===== src/sv/cbm_pkg.sv =====
// ----------------------------------------------------------------------------
// cbm_pkg
// Types and constants shared by the cartridge bank mapper modules.
// ----------------------------------------------------------------------------
package cbm_pkg;

    localparam logic [1:0] OP_CPU_WRITE = 2'd0;
    localparam logic [1:0] OP_CPU_TICK  = 2'd1;
    localparam logic [1:0] OP_CPU_MAP   = 2'd2;
    localparam logic [1:0] OP_PPU_MAP   = 2'd3;

    localparam logic [2:0] REGION_NONE   = 3'd0;
    localparam logic [2:0] REGION_PRG    = 3'd1;
    localparam logic [2:0] REGION_OPEN   = 3'd2;
    localparam logic [2:0] REGION_CHR    = 3'd3;
    localparam logic [2:0] REGION_NTABLE = 3'd4;

    localparam logic [1:0] WR_PRG16   = 2'd0;
    localparam logic [1:0] WR_MODE    = 2'd1;
    localparam logic [1:0] WR_COUNTER = 2'd2;
    localparam logic [1:0] WR_BANKS   = 2'd3;

    localparam logic [1:0] MIRROR_VERT  = 2'd0;
    localparam logic [1:0] MIRROR_HORIZ = 2'd1;
    localparam logic [1:0] MIRROR_PAGE0 = 2'd2;
    localparam logic [1:0] MIRROR_PAGE1 = 2'd3;

    localparam logic [0:0] CFG_CHR_ROM_SIZE = 1'd0;

    localparam logic [4:0] LAST_BANK      = 5'h1F;
    localparam logic [4:0] SECOND_LAST    = 5'h1E;
    localparam logic [6:0] CHR_2K_LIMIT   = 7'd32;

    typedef struct packed {
        logic [1:0]  op;
        logic [15:0] addr;
        logic [7:0]  data;
    } item_t;

    typedef struct packed {
        logic        irq_asserted;
        logic [2:0]  region;
        logic [21:0] mapped_addr;
    } result_t;

endpackage


===== src/sv/cbm_core.sv =====
// ----------------------------------------------------------------------------
// cbm_core
// Mapper state, register write decode, IRQ counter and address translation.
// State moves on each step; the result is combinational from the item.
// ----------------------------------------------------------------------------
module cbm_core (
    input  logic             clk,
    input  logic             rst_n,
    input  logic             step,
    input  cbm_pkg::item_t   item,
    input  logic [6:0]       chr_rom_size,
    output cbm_pkg::result_t result
);

    logic [7:0]  mode_reg, mode_next;
    logic [4:0]  prg_reg [4];
    logic [4:0]  prg_next [4];
    logic [7:0]  prg16_reg, prg16_next;
    logic [7:0]  chr_reg [8];
    logic [7:0]  chr_next [8];
    logic [15:0] count_reg, count_next;
    logic        irq_reg, irq_next;
    logic [4:0]  upper_lo_reg, upper_lo_next;

    logic [15:0] count_step;
    logic [7:0]  bank8;
    logic [7:0]  chr_bank;
    logic [2:0]  chr_sel;
    logic        page;
    logic [2:0]  region;
    logic [21:0] mapped;

    always_comb
    begin
        mode_next     = mode_reg;
        prg_next      = prg_reg;
        prg16_next    = prg16_reg;
        chr_next      = chr_reg;
        count_next    = count_reg;
        irq_next      = irq_reg;
        upper_lo_next = upper_lo_reg;
        count_step    = mode_reg[6] ? count_reg - 16'd1 : count_reg + 16'd1;

        case (item.op)
            cbm_pkg::OP_CPU_WRITE:
            begin
                if (item.addr[15:12] == 4'h8)
                begin
                    case (item.addr[9:8])
                        cbm_pkg::WR_PRG16:
                            prg16_next = item.data;
                        cbm_pkg::WR_MODE:
                        begin
                            mode_next = item.data;
                            irq_next  = item.data[7] && (count_reg == 16'd0);
                        end
                        cbm_pkg::WR_COUNTER:
                        begin
                            if (item.addr[0])
                                count_next = {item.data, count_reg[7:0]};
                            else
                                count_next = {count_reg[15:8], item.data};
                            irq_next = 1'b0;
                        end
                        default:
                        begin
                            if (item.addr[4])
                            begin
                                if (!item.addr[3])
                                    chr_next[item.addr[2:0]] = item.data;
                            end
                            else
                                prg_next[item.addr[1:0]] = item.data[4:0];
                        end
                    endcase
                    if (mode_next[4])
                        upper_lo_next = prg_next[2];
                    else if (!mode_next[3])
                        upper_lo_next = cbm_pkg::SECOND_LAST;
                end
            end
            cbm_pkg::OP_CPU_TICK:
            begin
                if ((count_reg != 16'd0) && mode_reg[7])
                begin
                    count_next = count_step;
                    if (count_step == 16'd0)
                        irq_next = 1'b1;
                end
            end
            default:
            begin
            end
        endcase
    end

    always_comb
    begin
        region   = cbm_pkg::REGION_NONE;
        mapped   = 22'd0;
        bank8    = 8'd0;
        chr_sel  = item.addr[12:10];
        chr_bank = 8'd0;
        page     = 1'b0;

        case (item.op)
            cbm_pkg::OP_CPU_MAP:
            begin
                if (item.addr[15:14] == 2'b11)
                begin
                    bank8  = item.addr[13] ? {3'd0, cbm_pkg::LAST_BANK} : {3'd0, upper_lo_reg};
                    region = cbm_pkg::REGION_PRG;
                    mapped = {1'b0, bank8, item.addr[12:0]};
                end
                else if (item.addr[15])
                begin
                    region = cbm_pkg::REGION_PRG;
                    if (mode_reg[4])
                    begin
                        bank8  = {3'd0, item.addr[13] ? prg_reg[1] : prg_reg[0]};
                        mapped = {1'b0, bank8, item.addr[12:0]};
                    end
                    else
                        mapped = {prg16_reg, item.addr[13:0]};
                end
                else if (item.addr[15:13] == 3'b011)
                begin
                    if (!mode_reg[5])
                        region = cbm_pkg::REGION_OPEN;
                    else
                    begin
                        bank8  = {3'd0, mode_reg[4] ? prg_reg[3] : cbm_pkg::LAST_BANK};
                        region = cbm_pkg::REGION_PRG;
                        mapped = {1'b0, bank8, item.addr[12:0]};
                    end
                end
            end
            cbm_pkg::OP_PPU_MAP:
            begin
                if (!item.addr[13])
                begin
                    region = cbm_pkg::REGION_CHR;
                    if (chr_rom_size > cbm_pkg::CHR_2K_LIMIT)
                    begin
                        chr_sel  = {item.addr[12], item.addr[12], item.addr[11]};
                        chr_bank = chr_reg[chr_sel];
                        mapped   = {3'd0, chr_bank, item.addr[10:0]};
                    end
                    else
                    begin
                        chr_bank = chr_reg[chr_sel];
                        mapped   = {4'd0, chr_bank, item.addr[9:0]};
                    end
                end
                else
                begin
                    case (mode_reg[1:0])
                        cbm_pkg::MIRROR_VERT:  page = item.addr[10];
                        cbm_pkg::MIRROR_HORIZ: page = item.addr[11];
                        cbm_pkg::MIRROR_PAGE0: page = 1'b0;
                        default:               page = 1'b1;
                    endcase
                    region = cbm_pkg::REGION_NTABLE;
                    mapped = {11'd0, page, item.addr[9:0]};
                end
            end
            default:
            begin
            end
        endcase
    end

    assign result.irq_asserted = irq_next;
    assign result.region       = region;
    assign result.mapped_addr  = mapped;

    always_ff @(posedge clk or negedge rst_n)
    begin
        if (!rst_n)
        begin
            mode_reg     <= 8'd0;
            prg16_reg    <= 8'd0;
            count_reg    <= 16'd0;
            irq_reg      <= 1'b0;
            upper_lo_reg <= cbm_pkg::SECOND_LAST;
            for (int i = 0; i < 4; i++)
                prg_reg[i] <= 5'd0;
            for (int i = 0; i < 8; i++)
                chr_reg[i] <= 8'd0;
        end
        else if (step)
        begin
            mode_reg     <= mode_next;
            prg_reg      <= prg_next;
            prg16_reg    <= prg16_next;
            chr_reg      <= chr_next;
            count_reg    <= count_next;
            irq_reg      <= irq_next;
            upper_lo_reg <= upper_lo_next;
        end
    end

endmodule


===== src/sv/cart_bank_mapper_with_irq_counter.sv =====
// ----------------------------------------------------------------------------
// cart_bank_mapper_with_irq_counter
// Cartridge bank mapper with IRQ counter: item register, mapper core,
// result register and APB configuration port.
// ----------------------------------------------------------------------------
// Path: the item is registered in the item register, translated by the
// mapper core and registered again in the result register.
// Throughput: one item per cycle while the result side does not stall; the
// mapper core updates its state as each item moves on to the result register.
// Reset: asynchronous, clears all mapper state to its reset values at once.
// ----------------------------------------------------------------------------
module cart_bank_mapper_with_irq_counter (
    input  logic             clk,
    input  logic             rst_n,
    input  logic             item_valid,
    output logic             item_stall,
    input  cbm_pkg::item_t   item,
    output logic             result_valid,
    input  logic             result_stall,
    output cbm_pkg::result_t result,
    input  logic             psel,
    input  logic             penable,
    input  logic             pwrite,
    input  logic [2:0]       paddr,
    input  logic [31:0]      pwdata,
    output logic [31:0]      prdata,
    output logic             pready
);

    logic             stage_valid_reg, stage_valid_next;
    cbm_pkg::item_t   stage_item_reg;
    logic             out_valid_reg, out_valid_next;
    cbm_pkg::result_t out_reg;
    cbm_pkg::result_t core_result;
    logic [6:0]       chr_size_reg;
    logic             advance;
    logic             load;
    logic             cfg_sel;

    assign advance    = stage_valid_reg && (!out_valid_reg || !result_stall);
    assign item_stall = stage_valid_reg && !advance;
    assign load       = item_valid && !item_stall;

    always_comb
    begin
        stage_valid_next = stage_valid_reg;
        if (load)
            stage_valid_next = 1'b1;
        else if (advance)
            stage_valid_next = 1'b0;
        out_valid_next = out_valid_reg;
        if (advance)
            out_valid_next = 1'b1;
        else if (!result_stall)
            out_valid_next = 1'b0;
    end

    always_ff @(posedge clk or negedge rst_n)
    begin
        if (!rst_n)
        begin
            stage_valid_reg <= 1'b0;
            out_valid_reg   <= 1'b0;
        end
        else
        begin
            stage_valid_reg <= stage_valid_next;
            out_valid_reg   <= out_valid_next;
        end
    end

    always_ff @(posedge clk)
    begin
        if (load)
            stage_item_reg <= item;
        if (advance)
            out_reg <= core_result;
    end

    cbm_core u_core (
        .clk          (clk),
        .rst_n        (rst_n),
        .step         (advance),
        .item         (stage_item_reg),
        .chr_rom_size (chr_size_reg),
        .result       (core_result)
    );

    assign cfg_sel = (paddr[2] == cbm_pkg::CFG_CHR_ROM_SIZE);

    always_ff @(posedge clk or negedge rst_n)
    begin
        if (!rst_n)
            chr_size_reg <= 7'd0;
        else if (psel && penable && pwrite && pready && cfg_sel)
            chr_size_reg <= pwdata[6:0];
    end

    assign pready       = 1'b1;
    assign prdata       = cfg_sel ? {25'd0, chr_size_reg} : 32'd0;
    assign result_valid = out_valid_reg;
    assign result       = out_reg;

endmodule


===== config.mk =====
export PLATFORM = sky130hd
export DESIGN_NAME = cart_bank_mapper_with_irq_counter
export DESIGN_NICKNAME = d
export VERILOG_FILES = /design/src/sv/cbm_pkg.sv /design/src/sv/cbm_core.sv /design/src/sv/cart_bank_mapper_with_irq_counter.sv
export SDC_FILE = /design/constraint.sdc
export NUM_CORES = 1
export LEC_CHECK = 0
export ABC_AREA = 0
export BUFFER_PORTS_ARGS = -buffer_cell sky130_fd_sc_hd__buf_2
export CAP_MARGIN = 20
export CORE_AREA = 10 10 176 178
export DETAILED_ROUTE_END_ITERATION = 10
export DIE_AREA = 0 0 186 188
export HOLD_SLACK_MARGIN = 0.12
export MAX_ROUTING_LAYER = met4
export SYNTH_ARGS = -nofsm -noshare
export SYNTH_HDL_FRONTEND = slang
export SYNTH_SLANG_ARGS = --single-unit

===== constraint.sdc =====
create_clock -name clk -period 5.1 [get_ports clk]
set_input_delay 0.255 -clock clk [delete_from_list [all_inputs] [get_ports clk]]
set_output_delay 0.255 -clock clk [all_outputs]
set_load 0.02 [all_outputs]

# Word level (Yosys, flattened, before mapping)
# Index checks and enable logic that the tools add are counted.
# classes
n_addsub,2
mul,0
div,0
order_cmp,7
eq_ne,18
n_shift,0
n_mux,53
bitwise,8
n_reduce_logical,32
# op_table
operator,count
$mux W22,4
$mux W16,5
$bwmux W64,1
$mux W8,8
$bmux W8 S3,2
$pmux W22 S2,1
$mux W19,2
$logic_not A16 Y1,2
$pmux W16 S2,1
$mux W5,6
$demux W8 S3,1
$bwmux W20,1
$mux W10,2
$mux W18,1
$reduce_and A6 Y1,3
$add A16 B1 Y16 const B,1
$reduce_bool A16 Y1,1
$sub A16 B1 Y16 const B,1
$ge A4 B4 Y1 const B,3
$mux W3,4
$not A3 Y4,3
$reduce_and A4 Y1,3
$demux W5 S2,1
$eq A2 B2 Y1 const B,5
26 further kinds,58
# word_totals
reg_bits,183
latchBits,0
ram_bits,0
mem_bits_ro,0
in_bits,68
out_inout_bits,61
word_cells,148
memories,0

# Depth between registers and ports, before layout
# Gate-level depths: netlist (run 1).
# depth
depth_word,9
depth_mapped,10
mapped_depth_nobuf,8

# Modules after synthesis
# A second synthesis (run 1) with hierarchy kept.
# unflattened
cells_unflattened,728
hier_area_um2,9237.6
# modules_own_cells
module,instances,cells_each,area_each_um2,seq_area_each_um2
cbm_core,1,618,7048.0,3032.9
cart_bank_mapper_with_irq_counter,1,110,2189.6,1786.7

# Worst setup path before layout (run 1)
# Ideal clock, no wire load.
# synth_path
path_kind,register -> register
startpoint,register out_valid_reg (netlist: result_valid)
endpoint,register u_core.chr_reg[24] (netlist bit)
setup_ns,0.125
arrival_time_ns,2.636
t_required_ns,4.975
slack_ns,2.339
stages_incl_launch_ff,10
path_buffers,1
period_less_slack_ns,2.761
path_cell_list,dfrtp_1 > nand2_1 > nand2_1 > inv_1 > and3_1 > buf_4 > and4b_4 > nand2_4 > nor3b_4 > mux2_2
# synth_between
elab_chain_cells,4
# synth_lines
item,line_no,source
start: declaration,cart_bank_mapper_with_irq_counter.sv:32,"logic out_valid_reg, out_valid_next;"
start signal: assignment,cart_bank_mapper_with_irq_counter.sv:68,out_valid_reg <= out_valid_next;
$logic_not A1 Y1,cart_bank_mapper_with_irq_counter.sv:40,assign advance = stage_valid_reg && (!out_valid_reg || !result_stall);
$logic_or A1 B1 Y1,cart_bank_mapper_with_irq_counter.sv:40,
$logic_and A1 B1 Y1,cart_bank_mapper_with_irq_counter.sv:40,
net advance,cart_bank_mapper_with_irq_counter.sv:36,logic advance;
$reduce_and A6 Y1 (no source line),-,
end signal: assignment,cbm_core.sv:196,chr_reg <= chr_next;
end: declaration,cbm_core.sv:19,logic [7:0] chr_reg [8];
# The timed path passes the listed nets, and every way through them passes these cells.
# A chain may end at the register's enable or synchronous reset.

# Final worst setup path (run 1)
# layout_path
startpoint,register u_core.mode_reg[6]
endpoint,"register out_reg, in the netlist result[25] (data pin)"
# layout_between
elab_chain_cells,5
# layout_lines
item,line_no,source
start: declaration,cbm_core.sv:15,"logic [7:0] mode_reg, mode_next;"
start signal: assignment,cbm_core.sv:193,mode_reg <= mode_next;
$mux W16,cbm_core.sv:42,count_step = mode_reg[6] ? count_reg - 16'd1 : count_reg + 16'd1;
$logic_not A16 Y1,cbm_core.sv:87,if (count_step == 16'd0)
$mux W1,cbm_core.sv:87,
$mux W1,cbm_core.sv:84,if ((count_reg != 16'd0) && mode_reg[7])
$pmux W1 S2,cbm_core.sv:44,case (item.op)
net u_core.irq_next,cbm_core.sv:22,"logic irq_reg, irq_next;"
end signal: assignment,cart_bank_mapper_with_irq_counter.sv:77,out_reg <= core_result;
end: declaration,cart_bank_mapper_with_irq_counter.sv:33,cbm_pkg::result_t out_reg;
# The timed path passes the listed nets, and every way through them passes these cells.

==> results of run 1 <==
==> kinds of logic (layout without fill, tap and decap cells) <==
| logic type | count (synthesis) | in the layout | share of synthesized area |
|---|---|---|---|
| other cells | 2 | 26 | 0.000797 |
| buf+inv | 79 | 166 | 0.0441 |
| flops | 182 | 182 | 0.512 |
| mux | 150 | 150 | 0.205 |
| xor+xnor | 12 | 12 | 0.0112 |
| fa+ha+maj | 20 | 20 | 0.0274 |
| compound gates | 139 | 139 | 0.0889 |
| simple gates | 184 | 184 | 0.111 |
==> cells in the mapped netlist, types with 5 or more instances <==
cell / n
a211oi_1: 7
a21o_1: 10
a21oi_1: 41
a31oi_1: 7
and2_1: 16
and3_1: 13
buf_2: 5
buf_4: 29
clkbuf_1: 28
dfrtp_1: 126
edfxtp_1: 52
ha_1: 19
inv_1: 14
mux2_2: 107
mux2i_1: 19
mux4_2: 24
nand2_1: 52
nand2b_1: 6
nand3_1: 15
nor2_1: 26
nor2b_1: 14
nor3_1: 10
nor4_1: 5
o211ai_1: 5
o21ai_0: 42
o31ai_1: 7
xnor2_1: 6
xor2_1: 6
==> final timing paths <==
| path | start | endpoint | slack (ns) | depth (start not counted) |
|---|---|---|---|---|
| min | rst_n | chr_size_reg[0] | 0.31 | 2 |
| max reg2reg | u_core.mode_reg[6] | result[25] | 1.85 | 8 |
| min in group clk | pwrite | chr_size_reg[0] | 0.46 | 3 |
| min reg2reg | u_core.prg16_reg[7] | u_core.prg16_reg[7] | 0.50 | 1 |
| max | u_core.mode_reg[6] | result[25] | 1.85 | 8 |
| max in group asynchronous | rst_n | u_core.prg_reg[15] | 3.70 | 3 |
==> cell type report <==
| class | count | area [um2] |
|---|---|---|
| Fill cell | 2612 | 16500 |
| Clock inverter | 14 | 181 |
| Sequential cell | 182 | 4820 |
| Tap cell | 346 | 433 |
| Multi-Input combinational cell | 531 | 4280 |
| Inverter | 14 | 52.6 |
| Timing Repair Buffer | 120 | 828 |
| Clock buffer | 18 | 429 |
==> per-layer routing <==
metal  track usage  vias up
li1              -     2975
met1         0.167     3177
met2         0.219      116
met3        0.0217       16
met4        0.0400        0
met5             -        -
==> worst max-delay path, cell delays in order (launching register included) <==
cell and delay (ns):
dfrtp_1 0.63, fa_1 0.53, a21o_1 0.23, a221oi_2 0.45
mux2i_1 0.24, nand3_1 0.15, nor4_1 0.51, nand3_1 0.14
o21ai_0 0.21
==> power breakdown <==
group | total, mW | leakage, nW | internal (mW) | switching, mW
Clock | 1.38 | 0.298 | 0.817 | 0.563
Combinational | 0.404 | 2.49 | 0.157 | 0.247
Sequential | 1.67 | 2.28 | 1.59 | 0.0803
Total | 3.45 | 5.07 | 2.56 | 0.890
==> timing repair <==
item                                    in CTS  in global routing
resized for setup                            0                  0
hold buffers                                37                  0
endpoints found under the hold margin       61                  0
endpoints found under the setup margin       0                  0
==> through the flow <==
stage	worst slack, ns	hold slack, ns	cells	util	power, mW
floorplan	2.34	-0.0406	792	-	1.94
global placement	1.80	0.193	1155	0.364	2.07
detailed placement	1.86	0.200	1155	0.364	2.08
CTS	1.82	0.277	1224	0.400	3.49
global route	1.57	0.343	1225	0.401	3.60
finish	1.85	0.313	1225	0.401	3.45
==> run_results.csv, run 1 <==
group,metric,value,unit
hold_path,hp-class,"in2async",
logic_synthesis,synthCells,768,
clock_network,post_cts_buffers,0,
place,place_congestion,0.812,
clock_network,clockBufferDepth,2,
floorplan,rows,61,
clock_network,cts.reportedPaths.clkPinSlew,0.07,ns
clock_network,htreeDepth,4,
place,io_buffers,75,
floorplan,core-area,27500,um2
timing,worstMarginPinSlew,1.02,ns
clock_network,cts_buffers,17,
drt,met2_length,11.3,mm
drt,totalWireLength,22.6,mm
floorplan,die_w,186,um
grt,grt_pass1_vias,6281,
timing,fin_crit_sh,0.636,
grt,gr-usage-all-layers,0.134,
timing,clock.fmax,0.308,GHz
setup_path,required,5.36,ns
timing,fin_skew,0.0122,ns
clock_network,cts_root_buffer,"clkbuf_16",
logic_synthesis,ys_seq_area_frac,0.512,
drt,route.detailed.drc,0,
timing,rsz0062_at_grt,"false",
setup_path,end_kind,"register",
clock_network,cts_sinks,182,
logic_synthesis,post_synth_main_area_contributors,"dfrtp_1, edfxtp_1, mux2_2",
timing,slew_headroom,0.315,
logic_synthesis,synth-edff-count,52,
pwr,vdd_drop_max,0.208,mV
run_status,status,"complete, no violations",
setup_path,startpoint_type,"register",
timing,period_minus_slack,3.25,ns
clock_network,clk_latency,0.44,ns
timing,fin_setup_tns,0,ns
drt,drt_iter0_markers,462,
floorplan,ios,129,
cells_and_area,final_cell_mix,"dfrtp_1, mux2_2, buf_2, nand2_1, edfxtp_1",
drt,met1_length,10.2,mm
pwr,p_leak,5.07,nW
cells_and_area,fin_nets,954,
timing,setup_viol,0,
place,placed_cell_area,10000,um2
logic_synthesis,synth_cell_types,64,
floorplan,start_util,0.343,
cells_and_area,largest_reg_flops,64,
drt,antenna_left,0,
logic_synthesis,yosys.area.top_type,"dfrtp_1",
timing,report.final.hold_viol_count,0,
clock_network,cts_tree,"built",
cells_and_area,syn_to_final_growth,17.0,%
logic_synthesis,netlist.area_leader.share,0.335,
logic_synthesis,async_reset_ff_frac,0.714,
drt,drt_pass1_iterations,4,
drt,num_vias,6284,
logic_synthesis,yosys_warnings,0,
logic_synthesis,ys_ff_latch,182,
drt,wl_met3,857,um
cells_and_area,n_antenna_cell,0,
cells_and_area,final_area,11000,um2
logic_synthesis,synth_ff_type,"dfrtp_1",
floorplan,die_area,35000,um2
floorplan,fp.dieH,188,um
logic_synthesis,syn_area,9420,um2
grt,antenna_found_initial,0,
grt,grt-ovfl-total,0,
setup_path,cp_max_fo,17,
pwr,powerDensity,313,nW/um2
drt,routed_via_density,5.13,
timing,timing.final.max_slew_violations,0,
drt,highest_layer,"met4",
grt,grt_pass1_wl,35.6,mm
setup_path,worstPathArrival,3.51,ns
grt,grt_max_degree,60,
cells_and_area,drive_gt1_frac,0.299,
drt,routedWlPerCell,18.5,um
job,maxCapViolations,0,
setup_path,crit_type,"reg2reg",
logic_synthesis,syn-mean-instance-area,12.3,um2
place,hpwl,15.6,mm
cells_and_area,final_common_cell,"dfrtp_1",
Note: power is estimated with default switching activity, not from simulation.
==> inputs of run 2 (changes only) <==
Clock period 5.1 ns to 2.75 ns, I/O delays scaled along.
==> run 2 against run 1 <==
Against the previous run: clock power is 70% higher; die area stayed put; critical path depth is 2 higher; fmax is 22% higher; routed wire length is 1.3% higher; sequential share of layout area is 1.5 points lower; worst setup slack worse by 1.8 ns; clock skew is 0.0013 ns higher; total power is 81% higher; non-clock buffer count is 49 higher.
==> run_results.csv, run 2 (synthesis results as in run 1) <==
group,metric,value,unit
grt,antenna_found_initial,0,
timing,fin_setup_tns,0,ns
cells_and_area,n_antenna_cell,0,
setup_path,crit_type,"reg2reg",
setup_path,worstPathArrival,2.96,ns
drt,drt_pass1_iterations,4,
floorplan,fp.dieH,188,um
timing,worstMarginPinSlew,0.796,ns
drt,num_vias,6456,
timing,fin_skew,0.0135,ns
timing,timing.final.max_slew_violations,0,
cells_and_area,final_cell_mix,"dfrtp_1, mux2_2, buf_2, buf_4",
setup_path,critPathBufInv,2,
drt,met2_length,11.3,mm
grt,gr-usage-all-layers,0.138,
timing,setup_viol,0,
drt,routed_via_density,5.07,
pwr,powerDensity,548,nW/um2
setup_path,cpPeakStageDelay,0.49,ns
cells_and_area,final_cell_count_no_fill,1274,
setup_path,cp_max_fo,8,
clock_network,cts.reportedPaths.clkPinSlew,0.07,ns
cells_and_area,drive_gt1_frac,0.348,
setup_path,end_kind,"register",
timing,rsz0062_at_grt,"true",
drt,routedWlPerCell,18.0,um
grt,grt-ovfl-total,0,
timing,period_minus_slack,2.67,ns
timing,slew_headroom,0.469,
cells_and_area,syn_to_final_growth,21.1,%
floorplan,core-area,27500,um2
drt,antenna_left,0,
timing,fin_crit_sh,0.971,
clock_network,cts_root_buffer,"clkbuf_16",
run_status,status,"complete, no violations",
clock_network,htreeDepth,4,
place,hpwl,16.2,mm
place,place_congestion,0.832,
pwr,total_power,6.26,mW
cells_and_area,final_common_cell,"dfrtp_1",
pwr,vdd_drop_max,0.342,mV
setup_path,cp_cell_sequence,"fa_2, a21o_1, a221oi_2, buf_4, mux2i_1, nand3_1, nor4_2, buf_4, nand3_1, o21ai_1",
drt,route.detailed.drc,0,
floorplan,die_w,186,um
pwr,p_leak,5.28,nW
place,dp.cells,1203,
drt,totalWireLength,22.9,mm
cells_and_area,fin_nets,1003,
setup_path,slowest_stage,"dfrtp_2",
floorplan,ios,129,
hold_path,hp-class,"in2async",
grt,grt_pass1_vias,6649,
clock_network,cts_sinks,182,
drt,highest_layer,"met4",
grt,grt_max_degree,50,
place,io_buffers,75,
drt,drt_iter0_markers,417,
setup_path,required,3.04,ns
cells_and_area,final_util,0.415,
clock_network,clockBufferDepth,2,
cells_and_area,largest_reg_flops,64,
clock_network,cts_buffers,17,
floorplan,start_util,0.343,
timing,clock.fmax,0.375,GHz
drt,wl_met3,936,um
setup_path,startpoint_type,"register",
floorplan,rows,61,
job,maxCapViolations,0,
timing,report.final.hold_viol_count,0,
setup_path,critical-path-top-delay-family,"compound AO/OA/AOI/OAI gates",
drt,met1_length,10.4,mm
clock_network,clk_latency,0.44,ns
grt,grt_pass1_wl,37.1,mm
clock_network,cts_tree,"built",
floorplan,die_area,35000,um2
## run 2: worst paths after layout
kind	start	endpoint	slack (ns)	depth (start not counted)
max in group asynchronous	rst_n	u_core.chr_reg[9]	1.66	3
min in group clk	pwrite	chr_size_reg[6]	0.34	3
max	u_core.mode_reg[6]	result[25]	0.08	10
min reg2reg	u_core.prg16_reg[7]	u_core.prg16_reg[7]	0.50	1
max reg2reg	u_core.mode_reg[6]	result[25]	0.08	10
min	rst_n	chr_size_reg[0]	0.28	2
## run 2: repair_timing
item | in CTS | in global routing
resized for setup | 3 | 13
setup buffers | 0 | 2
hold buffers | 37 | 0
hold endpoints to repair | 81 | 0
setup endpoints to repair | 3 | 5
pin swaps | 1 | 5
## run 2: stage by stage
stage | worst slack, ns | hold slack [ns] | instance area [um2]
CTS | 0.0197 | 0.295 | 11400
global route | -0.0328 | 0.337 | 11400
finish | 0.0800 | 0.284 | 11400
detailed placement | 0.00302 | 0.214 | 10400
global placement | 0.0232 | 0.216 | 10400
floorplan | 0.0809 | -0.158 | 9510
## run 2: power breakdown
part	switching [mW]	leakage, nW	internal, mW
Combinational	0.504	2.74	0.342
Clock	1.11	0.270	1.24
Sequential	0.122	2.27	2.95
Total	1.73	5.28	4.52
## run 2: metal layers
metal  vias up  GRT usage
met5         -          -
met4         0     0.0378
met1      3227      0.178
met2       126      0.220
li1       3085          -
met3        18     0.0226
## run 2: area by class of cell
cell class              count  area [um2]
fillers                  2578       16100
flip-flops and latches    182        4820
multi-input cells         531        4310
repair buffers            169        1220
clock buffers              19         454
well taps                 346         433
clock inverters            13         110
inverters                  14        56.3
==> inputs of run 3 (changes only) <==
Settings changed: CELL_PAD_IN_SITES_DETAIL_PLACEMENT from default to 0, CELL_PAD_IN_SITES_GLOBAL_PLACEMENT from default to 1, PLACE_DENSITY_LB_ADDON from default to 0.1.
==> run 3 against run 2 <==
Against the previous run: clock power hardly changed; sequential power hardly changed; routed wire length is 10% higher; critical path type unchanged; largest power group unchanged.
==> run_results.csv, run 3 (synthesis results as in run 1) <==
group,metric,value,unit
cells_and_area,final_cell_mix,"dfrtp_1, mux2_2, buf_2, buf_4",
drt,drt_pass1_iterations,4,
timing,worstMarginPinSlew,0.858,ns
drt,num_vias,6528,
setup_path,crit_type,"reg2reg",
run_status,status,"complete, no violations",
floorplan,fp.dieH,188,um
timing,fin_crit_sh,0.997,
drt,routed_via_density,5.10,
place,place_congestion,0.839,
place,hpwl,17.8,mm
timing,clock.fmax,0.365,GHz
cells_and_area,syn_to_final_growth,22.5,%
setup_path,worst-r2r-cell-count,9,
pwr,p_leak,5.33,nW
job,maxCapViolations,0,
floorplan,start_util,0.343,
timing,rsz0062_at_grt,"true",
setup_path,required,3.03,ns
floorplan,die_w,186,um
clock_network,clk_latency,0.43,ns
clock_network,htreeDepth,4,
setup_path,startpoint,"u_core.mode_reg[6]",
cells_and_area,final_util,0.420,
pwr,vdd_drop_max,0.267,mV
cells_and_area,n_antenna_cell,0,
floorplan,core-area,27500,um2
clock_network,cts_tree,"built",
setup_path,rrSetupSlack,0.008,ns
grt,grt_pass1_vias,6925,
grt,grt-ovfl-total,0,
timing,setup_viol,0,
hold_path,hp-class,"in2reg",
cells_and_area,fin_nets,1010,
grt,grt_max_degree,131,
timing,timing.final.max_slew_violations,0,
place,pre_cts_ws,-0.0593,ns
grt,grt_pass1_wl,40.0,mm
timing,slew_headroom,0.428,
cells_and_area,drive_gt1_frac,0.364,
pwr,total_power,6.32,mW
floorplan,rows,61,
drt,routedWlPerCell,19.8,um
place,io_buffers,75,
grt,antenna_found_initial,0,
cells_and_area,largest_reg_flops,64,
timing,fin_setup_tns,0,ns
drt,antenna_left,0,
clock_network,cts_sinks,182,
place,dp.cells,1208,
cells_and_area,final.fill_count,2631,
setup_path,cp_max_fo,7,
setup_path,regToRegStartpoint,"u_core.mode_reg[6]",
clock_network,cts.reportedPaths.clkPinSlew,0.07,ns
floorplan,die_area,35000,um2
cells_and_area,final_common_cell,"dfrtp_1",
drt,route.detailed.drc,0,
grt,gr-usage-all-layers,0.152,
setup_path,worstPathArrival,3.03,ns
setup_path,end_kind,"register",
drt,drt_iter0_markers,435,
pwr,powerDensity,548,nW/um2
setup_path,endpoint,"result[25]",
clock_network,cts_root_buffer,"clkbuf_16",
timing,period_minus_slack,2.74,ns
drt,totalWireLength,25.3,mm
floorplan,ios,129,
setup_path,startpoint_type,"register",
timing,report.final.hold_viol_count,0,
timing,layout_setup_ws,0.00783,ns
timing,fin_skew,0.0186,ns
setup_path,rr_endpoint,"result[25]",
cells_and_area,final_cell_count_no_fill,1281,
clock_network,clockBufferDepth,2,
clock_network,cts_buffers,17,
[run 3: per-stage QoR]
stage                     hold WS [ns]  area, um2
final                            0.326      11500
after CTS                        0.308      11400
after global routing             0.351      11500
after detailed placement         0.316      10400
after floorplan                 -0.158       9510
after global placement           0.308      10400
[run 3: power by group]
group / switching, mW / total, mW / leakage [nW] / internal [mW]
clock: 1.15 / 2.36 / 0.279 / 1.21
combinational: 0.531 / 0.890 / 2.77 / 0.359
sequential: 0.121 / 3.07 / 2.27 / 2.94
[run 3: critical path: stages (launching register included)]
cell and delay [ns]:
dfrtp_2 0.49, fa_2 0.39, a21o_1 0.19, a221oi_2 0.26, buf_4 0.19, o32ai_2 0.09, or4_4 0.51, a32oi_4 0.25
nand3_1 0.11, o21ai_1 0.12
[run 3: worst min path at each step]
stage / end / slack [ns] / cells after the start / from
after global placement: chr_size_reg[4] / 0.31 / 2 / rst_n
after global routing: chr_size_reg[3] / 0.35 / 3 / pwrite
after detailed placement: chr_size_reg[5] / 0.32 / 2 / rst_n
after floorplan: chr_size_reg[0] / -0.16 / 0 / rst_n
final: chr_size_reg[6] / 0.33 / 3 / pwrite
after CTS: chr_size_reg[6] / 0.31 / 3 / pwrite
[run 3: routing by layer]
layer,routed length (um),GRT usage,up-vias
met4,205,0.0323,0
met5,0,-,-
met3,891,0.0251,14
met1,11800,0.198,3302
li1,-,-,3105
met2,12500,0.242,107
[run 3: cell type report]
type / count / area [um2] / area share
Sequential cell: 182 / 4820 / 0.418
Timing Repair Buffer: 176 / 1260 / 0.109
Clock buffer: 19 / 433 / 0.0375
Inverter: 14 / 56.3 / 0.00488
Clock inverter: 13 / 136 / 0.0118
Tap cell: 346 / 433 / 0.0375
Multi-Input combinational cell: 531 / 4400 / 0.382
[run 3: timing repair]
action,in CTS,in global routing
buffers inserted,1,3
pin swaps,1,15
hold buffers,37,0
endpoints found under the hold margin,161,0
resized for setup,2,27
setup endpoints to repair,2,6
